## config.mk

```make
export PLATFORM = sky130hd
export DESIGN_NAME = psu_back_flat
export DESIGN_NICKNAME = d
export VERILOG_FILES = /design/src/sv/psu_pkg.sv /design/src/sv/psu_if.sv /design/src/sv/psu_back.sv /design/src/flat_wrapper.sv
export SDC_FILE = /design/constraint.sdc
export NUM_CORES = 1
export LEC_CHECK = 0
export BUFFER_PORTS_ARGS = -buffer_cell sky130_fd_sc_hd__buf_2
export CAP_MARGIN = 20
export CORE_ASPECT_RATIO = 1.5
export CORE_UTILIZATION = 35
export CTS_CLUSTER_SIZE = 40
export DETAILED_ROUTE_END_ITERATION = 7
export GPL_TIMING_DRIVEN = 0
export RECOVER_POWER = 100
export SLEW_MARGIN = 10
export SYNTH_ARGS = -nofsm -noshare
export SYNTH_HDL_FRONTEND = slang
export SYNTH_SLANG_ARGS = --single-unit
```

## constraint.sdc

```tcl
create_clock -name clk -period 17.3 [get_ports clk]
set_clock_uncertainty 0.05 [all_clocks]
set_input_delay 3.46 -clock clk [delete_from_list [all_inputs] [get_ports clk]]
set_output_delay 3.46 -clock clk [all_outputs]
set_load 0.01 [all_outputs]
```

## src/sv/psu_pkg.sv

```systemverilog
// ----------------------------------------------------------------------------
// psu_pkg: shared types, constants and helper functions
// Row width limits, filter codes, the front-to-back command word, the
// register clamps and the Paeth predictor.
// ----------------------------------------------------------------------------
`default_nettype none

package psu_pkg;

  localparam int MAX_ROW_BYTES = 16384;
  localparam int IDX_W         = $clog2(MAX_ROW_BYTES);
  localparam int COL_W         = $clog2(MAX_ROW_BYTES + 1);
  localparam int BPP_W         = 3;
  localparam int RB_W          = 15;
  localparam int MAX_BPP       = 4;
  localparam int SEL_W         = $clog2(MAX_BPP);
  localparam int LEFT_W        = 8 * MAX_BPP;
  localparam int QUEUE_DEPTH   = 2;
  localparam int QPTR_W        = $clog2(QUEUE_DEPTH);
  localparam int QCNT_W        = $clog2(QUEUE_DEPTH + 1);

  typedef enum logic [2:0] {
    FILT_NONE  = 3'd0,
    FILT_SUB   = 3'd1,
    FILT_UP    = 3'd2,
    FILT_AVG   = 3'd3,
    FILT_PAETH = 3'd4
  } filt_t;

  localparam logic [7:0] FILT_MAX_CODE = 8'd4;

  typedef enum logic {
    CFG_BPP       = 1'b0,
    CFG_ROW_BYTES = 1'b1
  } cfg_idx_t;

  typedef struct packed {
    logic             bad;
    logic             last;
    logic             row_start;
    logic             first_row;
    filt_t            filt;
    logic [IDX_W-1:0] idx;
    logic [7:0]       data;
    logic [7:0]       up;
  } cmd_t;

  // bytes_per_pixel -> left tap select (bpp - 1), clamped to 1..MAX_BPP
  function automatic logic [SEL_W-1:0] bpp_sel(input logic [BPP_W-1:0] bpp);
    logic [SEL_W-1:0] sel;
    if (bpp == '0) begin
      sel = '0;
    end else if (bpp > BPP_W'(MAX_BPP)) begin
      sel = SEL_W'(MAX_BPP - 1);
    end else begin
      sel = SEL_W'(bpp - BPP_W'(1));
    end
    return sel;
  endfunction

  function automatic logic [COL_W-1:0] rb_clamp(input logic [RB_W-1:0] rb);
    logic [COL_W-1:0] v;
    if (rb == '0) begin
      v = COL_W'(1);
    end else if (COL_W'(rb) > COL_W'(MAX_ROW_BYTES)) begin
      v = COL_W'(MAX_ROW_BYTES);
    end else begin
      v = COL_W'(rb);
    end
    return v;
  endfunction

  function automatic logic [7:0] paeth(input logic [7:0] a, input logic [7:0] b,
                                       input logic [7:0] c);
    logic signed [10:0] sa, sb, sc, da, db, dc;
    logic [7:0] pick;
    sa = $signed({3'b000, a});
    sb = $signed({3'b000, b});
    sc = $signed({3'b000, c});
    da = sb - sc;
    db = sa - sc;
    dc = sa + sb - sc - sc;
    if (da < 0) da = -da;
    if (db < 0) db = -db;
    if (dc < 0) dc = -dc;
    if (da <= db && da <= dc) begin
      pick = a;
    end else if (db <= dc) begin
      pick = b;
    end else begin
      pick = c;
    end
    return pick;
  endfunction

endpackage

`default_nettype wire

```

## src/sv/psu_if.sv

```systemverilog
// ----------------------------------------------------------------------------
// psu_if: valid/ready channels of the unfilter
// Stream input channel and reconstructed byte output channel.
// ----------------------------------------------------------------------------
`default_nettype none


interface psu_out_if;
  logic       valid;
  logic       ready;
  logic [7:0] out_byte;
  logic       end_of_row;
  logic       bad_filter;

  modport source(output valid, output out_byte, output end_of_row, output bad_filter,
                 input ready);
  modport sink(input valid, input out_byte, input end_of_row, input bad_filter,
               output ready);
endinterface

`default_nettype wire

```

## src/sv/psu_back.sv

```systemverilog
// ----------------------------------------------------------------------------
// psu_back: byte reconstruction
// Applies the row filter with the left and up-left history, writes the
// result to the line buffer and holds it in the output register.
// ----------------------------------------------------------------------------
`default_nettype none

module psu_back import psu_pkg::*; (
  input  logic             clk,
  input  logic             rst_n,
  input  logic [BPP_W-1:0] bytes_per_pixel,
  input  logic             head_v,
  input  cmd_t             head,
  output logic             pop,
  output logic             wr_en,
  output logic [IDX_W-1:0] wr_addr,
  output logic [7:0]       wr_data,
  psu_out_if.source        out_ch
);

  logic [LEFT_W-1:0] left_r, left_nxt;
  logic [LEFT_W-1:0] upl_r, upl_nxt;
  logic              out_v_r;
  logic [7:0]        out_byte_r;
  logic              out_eor_r;
  logic              out_bad_r;

  logic [SEL_W-1:0]  sel;
  logic [7:0]        a, b, c, pred, val;
  logic [8:0]        ab_sum;

  assign pop = head_v && (!out_v_r || out_ch.ready);
  assign sel = bpp_sel(bytes_per_pixel);

  always_comb begin
    a      = head.row_start ? 8'd0 : left_r[8*sel +: 8];
    c      = head.row_start ? 8'd0 : upl_r[8*sel +: 8];
    b      = head.up;
    ab_sum = {1'b0, a} + {1'b0, b};
    case (head.filt)
      FILT_NONE:  pred = 8'd0;
      FILT_SUB:   pred = a;
      FILT_UP:    pred = b;
      FILT_AVG:   pred = ab_sum[8:1];
      FILT_PAETH: pred = paeth(a, b, c);
      default:    pred = 8'd0;
    endcase
    val = head.data + pred;

    if (head.row_start) begin
      left_nxt = {{(LEFT_W-8){1'b0}}, val};
      upl_nxt  = {{(LEFT_W-8){1'b0}}, b};
    end else begin
      left_nxt = {left_r[LEFT_W-9:0], val};
      upl_nxt  = {upl_r[LEFT_W-9:0], b};
    end
  end

  assign wr_en   = pop && !head.bad;
  assign wr_addr = head.idx;
  assign wr_data = val;

  always_ff @(posedge clk) begin
    if (!rst_n) begin
      out_v_r <= 1'b0;
      left_r  <= '0;
      upl_r   <= '0;
    end else begin
      if (pop) begin
        out_v_r <= 1'b1;
      end else if (out_ch.ready) begin
        out_v_r <= 1'b0;
      end
      if (wr_en) begin
        left_r <= left_nxt;
        upl_r  <= upl_nxt;
      end
    end
  end

  always_ff @(posedge clk) begin
    if (pop) begin
      out_byte_r <= head.bad ? 8'd0 : val;
      out_eor_r  <= head.bad ? 1'b0 : head.last;
      out_bad_r  <= head.bad;
    end
  end

  assign out_ch.valid      = out_v_r;
  assign out_ch.out_byte   = out_byte_r;
  assign out_ch.end_of_row = out_eor_r;
  assign out_ch.bad_filter = out_bad_r;

  a_bad_clean: assert property (@(posedge clk) disable iff (!rst_n)
      (out_v_r && out_bad_r) |-> (!out_eor_r && out_byte_r == 8'd0))
    else $error("error result carries data");
  a_pop_fills: assert property (@(posedge clk) disable iff (!rst_n) pop |=> out_v_r)
    else $error("popped command not registered");
  a_hold: assert property (@(posedge clk) disable iff (!rst_n)
      (out_v_r && !out_ch.ready) |=> (out_v_r && $stable(out_byte_r)))
    else $error("stalled result lost");

endmodule

`default_nettype wire

```

## src/flat_wrapper.sv

```systemverilog
// flat-port wrapper written by rule: the top's interface ports become plain ports
module psu_back_flat import psu_pkg::*;
  (clk, rst_n, bytes_per_pixel, head_v, head, pop, wr_en, wr_addr, wr_data, out_ch_valid, out_ch_out_byte, out_ch_end_of_row, out_ch_bad_filter, out_ch_ready);
  psu_out_if out_ch_i ();
  input  logic clk;
  input  logic rst_n;
  input  logic [BPP_W-1:0] bytes_per_pixel;
  input  logic head_v;
  input  cmd_t head;
  output logic pop;
  output logic wr_en;
  output logic [IDX_W-1:0] wr_addr;
  output logic [7:0] wr_data;
  output wire logic [$bits(out_ch_i.valid)-1:0] out_ch_valid;
  output wire logic [$bits(out_ch_i.out_byte)-1:0] out_ch_out_byte;
  output wire logic [$bits(out_ch_i.end_of_row)-1:0] out_ch_end_of_row;
  output wire logic [$bits(out_ch_i.bad_filter)-1:0] out_ch_bad_filter;
  input wire logic [$bits(out_ch_i.ready)-1:0] out_ch_ready;
  assign out_ch_valid = out_ch_i.valid;
  assign out_ch_out_byte = out_ch_i.out_byte;
  assign out_ch_end_of_row = out_ch_i.end_of_row;
  assign out_ch_bad_filter = out_ch_i.bad_filter;
  assign out_ch_i.ready = out_ch_ready;
  psu_back u_core (.clk(clk), .rst_n(rst_n), .bytes_per_pixel(bytes_per_pixel), .head_v(head_v), .head(head), .pop(pop), .wr_en(wr_en), .wr_addr(wr_addr), .wr_data(wr_data), .out_ch(out_ch_i));
endmodule
```

## Yosys cells after proc, flatten, opt, wreduce, memory -nomap -nowiden

Cells that the tools add are included.

- Add/subtract/negate cells: 11
- Magnitude comparators: 7
- Muxes and demuxes: 17
- Eq/ne operators: 4
- Reduce and logical (&&, ||, !) cells: 8
- Shift-type cells: 2

Operators with widths:

| cell | count |
|---|---|
| 2-to-1 mux 11 bit | 6 |
| 2-to-1 mux 32 bit | 2 |
| variable part select 32 x 6 -> 8 bit | 2 |
| less-or-equal comparator 11 bit | 3 |
| 2-to-1 mux 8 bit | 4 |
| one-hot mux 8 bit (4 select lines) | 1 |
| negator 9 -> 11 bit | 2 |
| subtractor 11 x 9 -> 11 bit | 2 |
| adder 8 x 8 -> 9 bit | 2 |
| < comparator 9 x 1 -> 1 bit, second input constant | 2 |
| subtractor 8 x 8 -> 9 bit | 2 |
| < comparator 11 x 1 -> 1 bit, second input constant | 1 |
| negator 11 bit | 1 |
| adder 8 bit | 1 |
| == test 3 x 2 -> 1 bit, second input constant | 2 |
| 2-to-1 mux 2 bit | 2 |
| == test 3 x 1 -> 1 bit, second input constant | 1 |
| == test 3 bit, second input constant | 1 |
| > comparator 3 bit, second input constant | 1 |
| logical AND 1 bit | 3 |
| logical NOT 3 bit | 1 |
| logical NOT 1 bit | 2 |
| 2-to-1 mux 1 bit | 2 |
| nonzero test 2 bit | 1 |
| 2 further kinds | 2 |

- Input port bits: 44
- Output and inout port bits: 35
- Flip-flop bits (word level): 75
- Logic and storage cells: 55

## Logic depth before layout (Yosys ltp)

Gate-level depths: netlist of run 1.

- Word-level depth: 17
- Mapped depth: 49
- Depth with buffers taken out: 47

## Least setup slack after synthesis of run 1

OpenSTA, ideal clock, no wires.

- Kind: in2out
- From: input port bytes_per_pixel[0]
- To: output port wr_data[7]
- Required time: 13.790 ns
- Data arrival time: 11.583 ns
- Path slack: 2.207 ns
- Buffers on the path: 4
- Stages: 37
- Cells stage by stage: buf_2 -> inv_1 -> ha_1 -> buf_6 -> nor2_1 -> nor2_1 -> mux4_2 -> and2_1 -> ha_1 -> o2111ai_1 -> nand3_1 -> maj3_1 -> a21o_1 -> xor2_1 -> ha_1 -> xnor2_1 -> or3_1 -> or3b_1 -> or4b_1 -> a21o_1 -> ha_1 -> a2111oi_0 -> o21ai_0 -> a32o_1 -> clkbuf_1 -> a21oi_1 -> o22ai_1 -> o21a_1 -> ha_1 -> a21o_1 -> a21oi_1 -> o21bai_1 -> a21oi_1 -> o21ai_0 -> xnor2_1 -> xnor2_1 -> buf_4

- Longest elaborated chain between the ends: 16
- Elaborated cells between the ends (all ways): 35
- Classes of those cells: 11 x add/sub; 7 x order compare; 2 x shift; 13 x mux; 2 x reduce/logical

RTL lines:

| what | RTL line | text |
|---|---|---|
| start, declared | flat_wrapper.sv:7 | `input logic [BPP_W-1:0] bytes_per_pixel;` |
| > comparator 3 bit / subtractor 2 x 1 -> 2 bit (equally long branches) | psu_pkg.sv:53, psu_pkg.sv:56 |  |
| 2-to-1 mux 2 bit | psu_pkg.sv:53 | `end else if (bpp > BPP_W'(MAX_BPP)) begin` |
| 2-to-1 mux 2 bit * | psu_pkg.sv:51 | `if (bpp == '0) begin` |
| variable part select 32 x 6 -> 8 bit | psu_back.sv:36 | `a = head.row_start ? 8'd0 : left_r[8*sel +: 8];` |
| 2-to-1 mux 8 bit | psu_back.sv:36 |  |
| adder 8 x 8 -> 9 bit | psu_pkg.sv:82, psu_back.sv:39 |  |
| subtractor 11 x 9 -> 11 bit (2 in series) | psu_pkg.sv:82 | `dc = sa + sb - sc - sc;` |
| negator 11 bit / < comparator 11 x 1 -> 1 bit (equally long branches) | psu_pkg.sv:85 | `if (dc < 0) dc = -dc;` |
| 2-to-1 mux 11 bit | psu_pkg.sv:85 |  |
| 2-to-1 mux 11 bit | psu_back.sv:40 | `case (head.filt)` |
| less-or-equal comparator 11 bit, on equally long branches | psu_pkg.sv:88, psu_pkg.sv:86 |  |
| 2-to-1 mux 8 bit / logical AND 1 bit (equally long branches) | psu_pkg.sv:88, psu_pkg.sv:86 |  |
| 2-to-1 mux 8 bit | psu_pkg.sv:86 | `if (da <= db && da <= dc) begin` |
| one-hot mux 8 bit (4 select lines) * | psu_back.sv:40 |  |
| adder 8 bit * | psu_back.sv:48 | `val = head.data + pred;` |
| end, declared | flat_wrapper.sv:13 | `output logic [7:0] wr_data;` |

Every way passes the cells marked *; elsewhere a longest branch is shown, timed or not. The select of a mux whose other input is x is not followed.

## Final worst setup path of run 1

Same ends and word-level chain as after synthesis.

==> impl_metrics.env, run 1 <==
export IMPL_dp_hpwl_mm=16.8
export IMPL_portBuffers=62
export IMPL_numCtsBuffers=9
export IMPL_synth_edf_count=10
export IMPL_drtIter0Drc=361
export IMPL_io_pins=79
export IMPL_grt_start_max_net_pins=15
export IMPL_grt_ovfl_total=0
export IMPL_crit_fanout=10
export IMPL_rsz0062_at_grt="false"
export IMPL_ir_drop_mv=0.0508
export IMPL_ys_types=74
export IMPL_cp_num_buf_inv=9
export IMPL_cts_sinks=75
export IMPL_slew_headroom=0.244
export IMPL_min_period_over_period=0.943
export IMPL_clock_latency_ns=0.34
export IMPL_cp_arrival_ns=12.81
export IMPL_max_freq_mhz=61.3
export IMPL_finalCriticalPeriod_ns=16.32
export IMPL_synth_seq_area_share=0.230
export IMPL_end_kind="output port"
export IMPL_antennaDiodeCount=0
export IMPL_grt_pass1_wl_mm=32.0
export IMPL_htreeDepth=3
export IMPL_hold_buffers=0
export IMPL_drv_cap=0
export IMPL_placed_cells=1187
export IMPL_cts_tree="yes"
export IMPL_grt_pass1_vias=6225
export IMPL_drive_gt1_frac=0.107
export IMPL_die_w_um=117
export IMPL_yosys_warnings=0
export IMPL_finalWirelength_mm=20.7
export IMPL_cpMaxStageDelayCell="o21ai_2"
export IMPL_ys_seq_elements=75
export IMPL_clk_path_buf_depth=2
export IMPL_synth_area_leaders="dfxtp_1, ha_1, a21boi_0, nand2_1, xnor2_1"
export IMPL_total_power_uw=634
export IMPL_p_leak_nw=3.15
export IMPL_layout_nets=1063
export IMPL_holdWs_ns=0.410
export IMPL_synth_area_um2=6970
export IMPL_crit_family="compound AO/OA/AOI/OAI gates"
export IMPL_hold_viol=0
export IMPL_hold_class="reg2reg"
export IMPL_synth_commonest_cells="nand2_1, ha_1, dfxtp_1, a21boi_0, nand3_1"
export IMPL_critPathLaunchType="primary input"
export IMPL_setup_tns_ns=0
export IMPL_fin_cells=1205
export IMPL_wl_per_cell_um=17.2
export IMPL_dieArea_um2=20500
export IMPL_start_util=0.361
export IMPL_synth_area_leader_cell="dfxtp_1"
export IMPL_cts_root_buffer="clkbuf_16"
export IMPL_ant_nets=0
export IMPL_yosysMostFrequentCell="nand2_1"
export IMPL_crit_path_max_incr_delay_ns=0.54
export IMPL_tightest_slew_ns=1.11
export IMPL_num_vias=6410
export IMPL_slew_viol_final=0
export IMPL_synth_top_area_frac=0.187
export IMPL_clk_pin_slew_ns=0.06
export IMPL_drtPass1Iterations=4
export IMPL_routed_via_density=5.32
export IMPL_place_congestion=0.852
export IMPL_coreArea_um2=19300
export IMPL_worstPathRequired_ns=13.79
export IMPL_drc=0
export IMPL_grt_usage=0.207
export IMPL_syn_inst=861
export IMPL_p_per_area_nw_per_um2=79.7
export IMPL_antenna_found_initial=0
export IMPL_path_class="in2out"
export IMPL_synthArstFlopShare=0
export IMPL_chipHeight_um=175
export IMPL_rows=62
export IMPL_finalSetupViolations=0
export IMPL_status="finished clean"
export IMPL_syn_to_final_growth_pct=14.2
export IMPL_syn_mean_instance_area_um2=8.09
export IMPL_synth_top_flop_cell="dfxtp_1"
==> where the power goes <==
| part | internal, mW | switching [mW] | total [mW] |
|---|---|---|---|
| sequential | 0.182 | 0.00397 | 0.186 |
| clock | 0.136 | 0.0772 | 0.213 |
| combinational | 0.0983 | 0.137 | 0.235 |
| total | 0.417 | 0.218 | 0.634 |
==> placed cells by master (no fill, tap or decap), types with 10 or more instances in the layout <==
| cell | instances |
|---|---|
| nand2_1 | 118 |
| ha_1 | 73 |
| clkbuf_1 | 68 |
| dfxtp_1 | 65 |
| a21boi_0 | 63 |
| nand3_1 | 56 |
| inv_1 | 45 |
| xnor2_1 | 43 |
| nor2_1 | 43 |
| a21oi_1 | 40 |
| buf_2 | 29 |
| o21ai_0 | 26 |
| buf_4 | 22 |
| a21o_1 | 21 |
| mux2i_1 | 17 |
| nor2b_1 | 15 |
| xor2_1 | 15 |
| nand2b_1 | 13 |
| mux4_2 | 11 |
| conb_1 | 10 |
| clkbuf_16 | 10 |
| edfxtp_1 | 10 |
==> tightest hold or removal path, delay by kind of cell (launching register included) <==
family,cells,cell delay [ns]
compound gates,1,0.06
simple gates,1,0.05
flops,1,0.31
==> worst paths after layout <==
check | start | endpoint | slack, ns | depth (start not counted)
max | bytes_per_pixel[0] | wr_data[7] | 0.98 | 47
min | u_core.upl_r[27]$_SDFFE_PN0P_ | u_core.upl_r[27]$_SDFFE_PN0P_ | 0.41 | 2
max reg2reg | u_core.left_r[9]$_SDFFE_PN0P_ | u_core.out_ch.out_byte[7]$_SDFFCE_PP0P_ | 8.37 | 37
min reg2reg | u_core.upl_r[27]$_SDFFE_PN0P_ | u_core.upl_r[27]$_SDFFE_PN0P_ | 0.41 | 2
==> registers in the layout, summed over array words and instances (netlist names) <==
register / flops
u_core.out_ch.bad_filter: 1
u_core.upl_r: 32
u_core.out_ch.out_byte: 8
u_core.out_ch.end_of_row: 1
u_core.out_ch.valid: 1
u_core.left_r: 32
==> through the flow <==
step	setup slack, ns	instance area, µm²	utilization
after floorplan	2.21	7000	-
after global placement	0.294	7630	0.395
after detailed placement	0.237	7630	0.395
after CTS	0.206	7970	0.413
after global routing	0.0447	7960	0.412
final	0.984	7960	0.412
==> per-layer routing <==
layer / up-vias / share of wire / wire length [µm] / track usage
li1: 3201 / - / - / -
met3: 67 / 0.027 / 563 / 0.0146
met5: - / 0 / 0 / 0
met1: 2996 / 0.38 / 7840 / 0.220
met2: 146 / 0.53 / 10900 / 0.381
met4: 0 / 0.068 / 1400 / 0.138
==> logic make-up (layout without fill, tap and decap cells) <==
group / after synthesis / after routing / share of synthesized area
xor+xnor: 60 / 60 / 0.0765
other cells: 2 / 10 / 0.00108
flops: 75 / 75 / 0.230
compound gates: 219 / 219 / 0.220
buf+inv: 107 / 187 / 0.0711
fa+ha+maj: 77 / 77 / 0.140
mux: 32 / 32 / 0.0686
simple gates: 289 / 289 / 0.194
==> timing repair <==
action	4_1_cts	5_1_grt
gates resized for setup	0	4
endpoints found under the hold margin	0	0
setup endpoints to repair	0	4
setup buffers	0	2
==> final cells by class <==
type / instances / area (µm²)
Timing Repair Buffer: 64 / 280
Fill cell: 2000 / 11400
Clock buffer: 10 / 250
Buffer: 61 / 324
Tap cell: 256 / 320
Multi-Input combinational cell: 687 / 4920
Clock inverter: 6 / 93.8
Inverter: 46 / 173
Sequential cell: 75 / 1600
Power figures use the tool's default switching activity.
==> run 2: changes to the inputs <==
--- a/config.mk
+++ b/config.mk
@@ -7,11 +7,14 @@
 export LEC_CHECK = 0
 export BUFFER_PORTS_ARGS = -buffer_cell sky130_fd_sc_hd__buf_2
 export CAP_MARGIN = 20
+export CELL_PAD_IN_SITES_DETAIL_PLACEMENT = 1
+export CELL_PAD_IN_SITES_GLOBAL_PLACEMENT = 2
 export CORE_ASPECT_RATIO = 1.5
 export CORE_UTILIZATION = 35
 export CTS_CLUSTER_SIZE = 40
 export DETAILED_ROUTE_END_ITERATION = 7
 export GPL_TIMING_DRIVEN = 0
+export PLACE_DENSITY_LB_ADDON = 0.1
 export RECOVER_POWER = 100
 export SLEW_MARGIN = 10
 export SYNTH_ARGS = -nofsm -noshare
==> run 2 against run 1 <==
Core utilization is 0.12 points lower. Via count is 1.9% higher. Register-to-register slack worse by 0.42 ns. Setup slack worse by 0.23 ns. Largest cell class unchanged. Critical path type unchanged.
==> impl_metrics.env, run 2 (synthesis gave the netlist of run 1 again) <==
export IMPL_hold_buffers=0
export IMPL_syn_to_final_growth_pct=13.9
export IMPL_grt_pass1_wl_mm=37.5
export IMPL_grt_ovfl_total=0
export IMPL_numCtsBuffers=9
export IMPL_fin_cells=1208
export IMPL_tightest_slew_ns=1.22
export IMPL_start_util=0.361
export IMPL_hold_viol=0
export IMPL_grt_usage=0.247
export IMPL_coreArea_um2=19300
export IMPL_slew_headroom=0.163
export IMPL_cts_root_buffer="clkbuf_16"
export IMPL_crit_path_max_incr_delay_ns=0.39
export IMPL_crit_fanout=10
export IMPL_layout_nets=1066
export IMPL_wl_per_cell_um=20.3
export IMPL_drv_cap=0
export IMPL_portBuffers=62
export IMPL_place_ws_ns=-0.337
export IMPL_dp_hpwl_mm=20.2
export IMPL_min_from="u_core.left_r[28]$_SDFFE_PN0P_"
export IMPL_cts_sinks=75
export IMPL_regArea_um2=1600
export IMPL_rrSetupSlack_ns=7.95
export IMPL_clk_path_buf_depth=2
export IMPL_r2r_cells=38
export IMPL_dieArea_um2=20500
export IMPL_whs_path_depth=2
export IMPL_multi_input_area_um2=4920
export IMPL_drtIter0Drc=191
export IMPL_slew_viol_final=0
export IMPL_grt_start_max_net_pins=14
export IMPL_io_pins=79
export IMPL_num_vias=6531
export IMPL_min_period_over_period=0.957
export IMPL_r2r_end="u_core.out_ch.out_byte[7]$_SDFFCE_PP0P_"
export IMPL_antenna_found_initial=0
export IMPL_final_area_um2=7940
export IMPL_drc=0
export IMPL_worstPathRequired_ns=13.79
export IMPL_p_per_area_nw_per_um2=77.4
export IMPL_drive_gt1_frac=0.117
export IMPL_die_w_um=117
export IMPL_holdWs_ns=0.413
export IMPL_cp_arrival_ns=13.04
export IMPL_antennaDiodeCount=0
export IMPL_finalSetupViolations=0
export IMPL_finalWirelength_mm=24.5
export IMPL_r2r_start="u_core.left_r[9]$_SDFFE_PN0P_"
export IMPL_end_kind="output port"
export IMPL_finalCoreUtilization=0.411
export IMPL_placedInstanceArea_um2=7630
export IMPL_p_leak_nw=3.16
export IMPL_final_cell_mix="nand2_1, ha_1, dfxtp_1"
export IMPL_cpMaxStageDelayCell="ha_1"
export IMPL_path_class="in2out"
export IMPL_cts_tree="yes"
export IMPL_status="finished clean"
export IMPL_clock_latency_ns=0.34
export IMPL_placed_cells=1187
export IMPL_place_congestion=0.826
export IMPL_max_freq_mhz=60.4
export IMPL_routed_via_density=5.41
export IMPL_critPathLaunchType="primary input"
export IMPL_drtPass1Iterations=4
export IMPL_grt_pass1_vias=6918
export IMPL_ir_drop_mv=0.0599
export IMPL_htreeDepth=3
export IMPL_final_common_cell="nand2_1"
export IMPL_setup_ws_ns=0.752
export IMPL_rows=62
export IMPL_clk_pin_slew_ns=0.06
export IMPL_min_to="u_core.left_r[28]$_SDFFE_PN0P_"
export IMPL_chipHeight_um=175
export IMPL_hold_class="reg2reg"
export IMPL_fillers=2370
export IMPL_finalCriticalPeriod_ns=16.55
export IMPL_ant_nets=0
## run 2: per-layer routing
metal	vias to the layer above	wire length [µm]	part of all wire	global-route usage
met2	116	13500	0.55	0.472
met4	0	1430	0.058	0.141
met1	3178	9020	0.37	0.255
li1	3190	-	-	-
met5	-	0	0	0
met3	47	578	0.024	0.0184
## run 2: through the flow
step,TNS [ns],power (mW)
detailed placement,-0.337,0.438
global placement,-0.122,0.428
finish,0,0.614
floorplan,0,0.361
CTS,0,0.622
global route,-0.0182,0.655
## run 2: report_power, final
group          switching (mW)  total, mW  internal (mW)
Clock                  0.0745      0.180          0.105
Sequential            0.00477      0.187          0.182
Combinational           0.146      0.247          0.102
## run 2: final cells by class
type	instances	area share
clock buffer	11	0.0319
sequential	75	0.202
buffer	61	0.0412
clock inverter	5	0.00442
tap	256	0.0404
timing repair buffer	67	0.0391
inverter	46	0.0218
multi-input combinational	687	0.620
## run 2: worst max path at each step
stage | from | to | slack, ns | cells past startpoint
after floorplan | bytes_per_pixel[0] | wr_data[7] | 2.21 | 37
after global placement | bytes_per_pixel[0] | wr_data[7] | -0.12 | 46
after detailed placement | bytes_per_pixel[0] | wr_data[7] | -0.34 | 46
after CTS | bytes_per_pixel[0] | wr_data[7] | 0.08 | 47
after global routing | bytes_per_pixel[0] | wr_data[7] | -0.02 | 48
final | bytes_per_pixel[0] | wr_data[7] | 0.75 | 48
## run 2: critical path: cells and delay by family
family	cells	cell delay [ns]
AO/OA/AOI/OAI	22	4.16
adder cells (fa/ha/maj)	7	1.97
buffers and inverters	10	1.70
XOR/XNOR	4	1.00
AND/OR/NAND/NOR	5	0.70
## run 2: repair_timing
action | CTS | global route
pin swaps | 1 | 1
resized for setup | 1 | 5
endpoints found under the setup margin | 1 | 3
buffers inserted | 2 | 3
==> run 3: changes to the inputs <==
--- a/config.mk
+++ b/config.mk
@@ -14,7 +14,7 @@
 export CTS_CLUSTER_SIZE = 40
 export DETAILED_ROUTE_END_ITERATION = 7
 export GPL_TIMING_DRIVEN = 0
-export PLACE_DENSITY_LB_ADDON = 0.1
+export PLACE_DENSITY = 0.82
 export RECOVER_POWER = 100
 export SLEW_MARGIN = 10
 export SYNTH_ARGS = -nofsm -noshare
==> run 3 against run 2 <==
Count of clock-buffer cells in the layout fell by 2. Sequential share of layout area is 0.14 points higher. Wire length fell by 7.5%. Die area unchanged. Setup slack worse by 0.043 ns. Combinational power down 4%. Clock power is 4% higher. Critical endpoint unchanged.
==> impl_metrics.env, run 3 (synthesis gave the netlist of run 1 again) <==
export IMPL_ir_drop_mv=0.0737
export IMPL_p_leak_nw=3.12
export IMPL_final_area_um2=7880
export IMPL_post_cts_buffers=0
export IMPL_wl_per_cell_um=18.9
export IMPL_num_vias=6431
export IMPL_drv_cap=0
export IMPL_portBuffers=62
export IMPL_min_period_over_period=0.959
export IMPL_coreArea_um2=19300
export IMPL_start_util=0.361
export IMPL_final_common_cell="nand2_1"
export IMPL_drtIter0Drc=174
export IMPL_cts_root_buffer="clkbuf_16"
export IMPL_cts_sinks=75
export IMPL_max_freq_mhz=60.3
export IMPL_dieArea_um2=20500
export IMPL_p_switching_uw=230
export IMPL_hold_viol=0
export IMPL_antennaDiodeCount=0
export IMPL_htreeDepth=3
export IMPL_place_congestion=0.830
export IMPL_finalWirelength_mm=22.7
export IMPL_fin_cells=1203
export IMPL_crit_fanout=19
export IMPL_p_int_uw=382
export IMPL_routed_via_density=5.35
export IMPL_slew_headroom=0.298
export IMPL_clock_latency_ns=0.35
export IMPL_cts_tree="yes"
export IMPL_syn_to_final_growth_pct=13.1
export IMPL_io_pins=79
export IMPL_p_per_area_nw_per_um2=77.6
export IMPL_hold_class="reg2reg"
export IMPL_hold_buffers=0
export IMPL_clk_pin_slew_ns=0.06
export IMPL_dp_hpwl_mm=19.0
export IMPL_placed_cells=1187
export IMPL_swShare=0.376
export IMPL_total_power_uw=612
export IMPL_antenna_found_initial=0
export IMPL_fillers=2405
export IMPL_end_kind="output port"
export IMPL_rsz0062_at_grt="false"
export IMPL_layout_nets=1061
export IMPL_status="finished clean"
export IMPL_rows=62
export IMPL_slew_viol_final=0
export IMPL_grt_ovfl_total=0
export IMPL_placedInstanceArea_um2=7630
export IMPL_drive_gt1_frac=0.102
export IMPL_finalCriticalPeriod_ns=16.59
export IMPL_finalSetupViolations=0
export IMPL_tightest_slew_ns=1.03
export IMPL_p_clk_frac=0.306
export IMPL_seq_power_share=0.305
export IMPL_place_ws_ns=0.139
export IMPL_setup_tns_ns=0
export IMPL_grt_pass1_vias=6737
export IMPL_worstPathRequired_ns=13.79
export IMPL_path_class="in2out"
export IMPL_setup_ws_ns=0.709
export IMPL_critPathLaunchType="primary input"
export IMPL_grt_pass1_wl_mm=35.7
export IMPL_drtPass1Iterations=4
export IMPL_crit_path_max_incr_delay_ns=0.63
export IMPL_die_w_um=117
export IMPL_grt_usage=0.232
export IMPL_clk_path_buf_depth=2
export IMPL_cp_arrival_ns=13.08
export IMPL_chipHeight_um=175
export IMPL_cpMaxStageDelayCell="o211ai_1"
export IMPL_cp_common_cell="ha_1"
export IMPL_grt_start_max_net_pins=17
export IMPL_numCtsBuffers=9
export IMPL_drc=0
export IMPL_final_cell_mix="nand2_1, ha_1, clkbuf_1"
export IMPL_ant_nets=0
export IMPL_pwr_share_comb=0.389
-- run 3: cell count changes in the layout (fill, tap and decap cells not counted), sizes merged --
| cell | delta |
|---|---|
| clkinvlp | -2 |
| buf | -12 |
| inv | +5 |
| clkbuf | +5 |
| clkinv | -1 |
-- run 3: critical path: cells and delay by family --
kind                       cells  cell delay (ns)
AOI/OAI and AO/OA             18             4.21
xor gates and xnor gates       4             0.85
buffers and inverters          7             1.16
and+or+nand+nor                3             1.26
adders and majority gates      7             2.11
-- run 3: power by group through the flow --
| stage | combinational, mW | sequential [mW] | clock [mW] |
|---|---|---|---|
| floorplan | 0.172 | 0.190 | 0 |
| CTS | 0.243 | 0.186 | 0.189 |
| detailed placement | 0.241 | 0.190 | 0 |
| global route | 0.268 | 0.187 | 0.197 |
| finish | 0.238 | 0.187 | 0.187 |
| global placement | 0.237 | 0.190 | 0 |
-- run 3: final timing paths --
check,startpoint,to,slack [ns],cells past startpoint
max,bytes_per_pixel[0],wr_data[7],0.71,39
min,u_core.left_r[27]$_SDFFE_PN0P_,u_core.left_r[27]$_SDFFE_PN0P_,0.41,2
max reg2reg,u_core.left_r[9]$_SDFFE_PN0P_,u_core.out_ch.out_byte[7]$_SDFFCE_PP0P_,8.24,32
min reg2reg,u_core.left_r[27]$_SDFFE_PN0P_,u_core.left_r[27]$_SDFFE_PN0P_,0.41,2
-- run 3: through the flow --
stage                     hold WS, ns  utilization
after global placement          0.397        0.395
after global routing            0.430        0.408
final                           0.410        0.408
after floorplan                 0.386            -
after detailed placement        0.409        0.395
after CTS                       0.416        0.410
-- run 3: area by class of cell --
| type | count | area (µm²) | share of cell area |
|---|---|---|---|
| clock buffer | 9 | 225 | 0.0286 |
| tap | 256 | 320 | 0.0406 |
| buffer | 60 | 319 | 0.0405 |
| multi-input combinational | 687 | 4910 | 0.623 |
| inverter | 46 | 173 | 0.0219 |
| clock inverter | 7 | 63.8 | 0.00810 |
| sequential | 75 | 1600 | 0.203 |
| timing repair buffer | 63 | 272 | 0.0345 |
-- run 3: routing by layer --
metal / vias to the layer above / global-route usage / part of all wire
met5: - / 0 / 0
met4: 0 / 0.103 / 0.041
met3: 52 / 0.0229 / 0.015
met2: 96 / 0.455 / 0.56
met1: 3082 / 0.238 / 0.38
li1: 3201 / - / -
-- run 3: what timing repair did --
item,CTS,global route
hold endpoints to repair,0,0
resized for setup,0,1
setup endpoints to repair,0,4
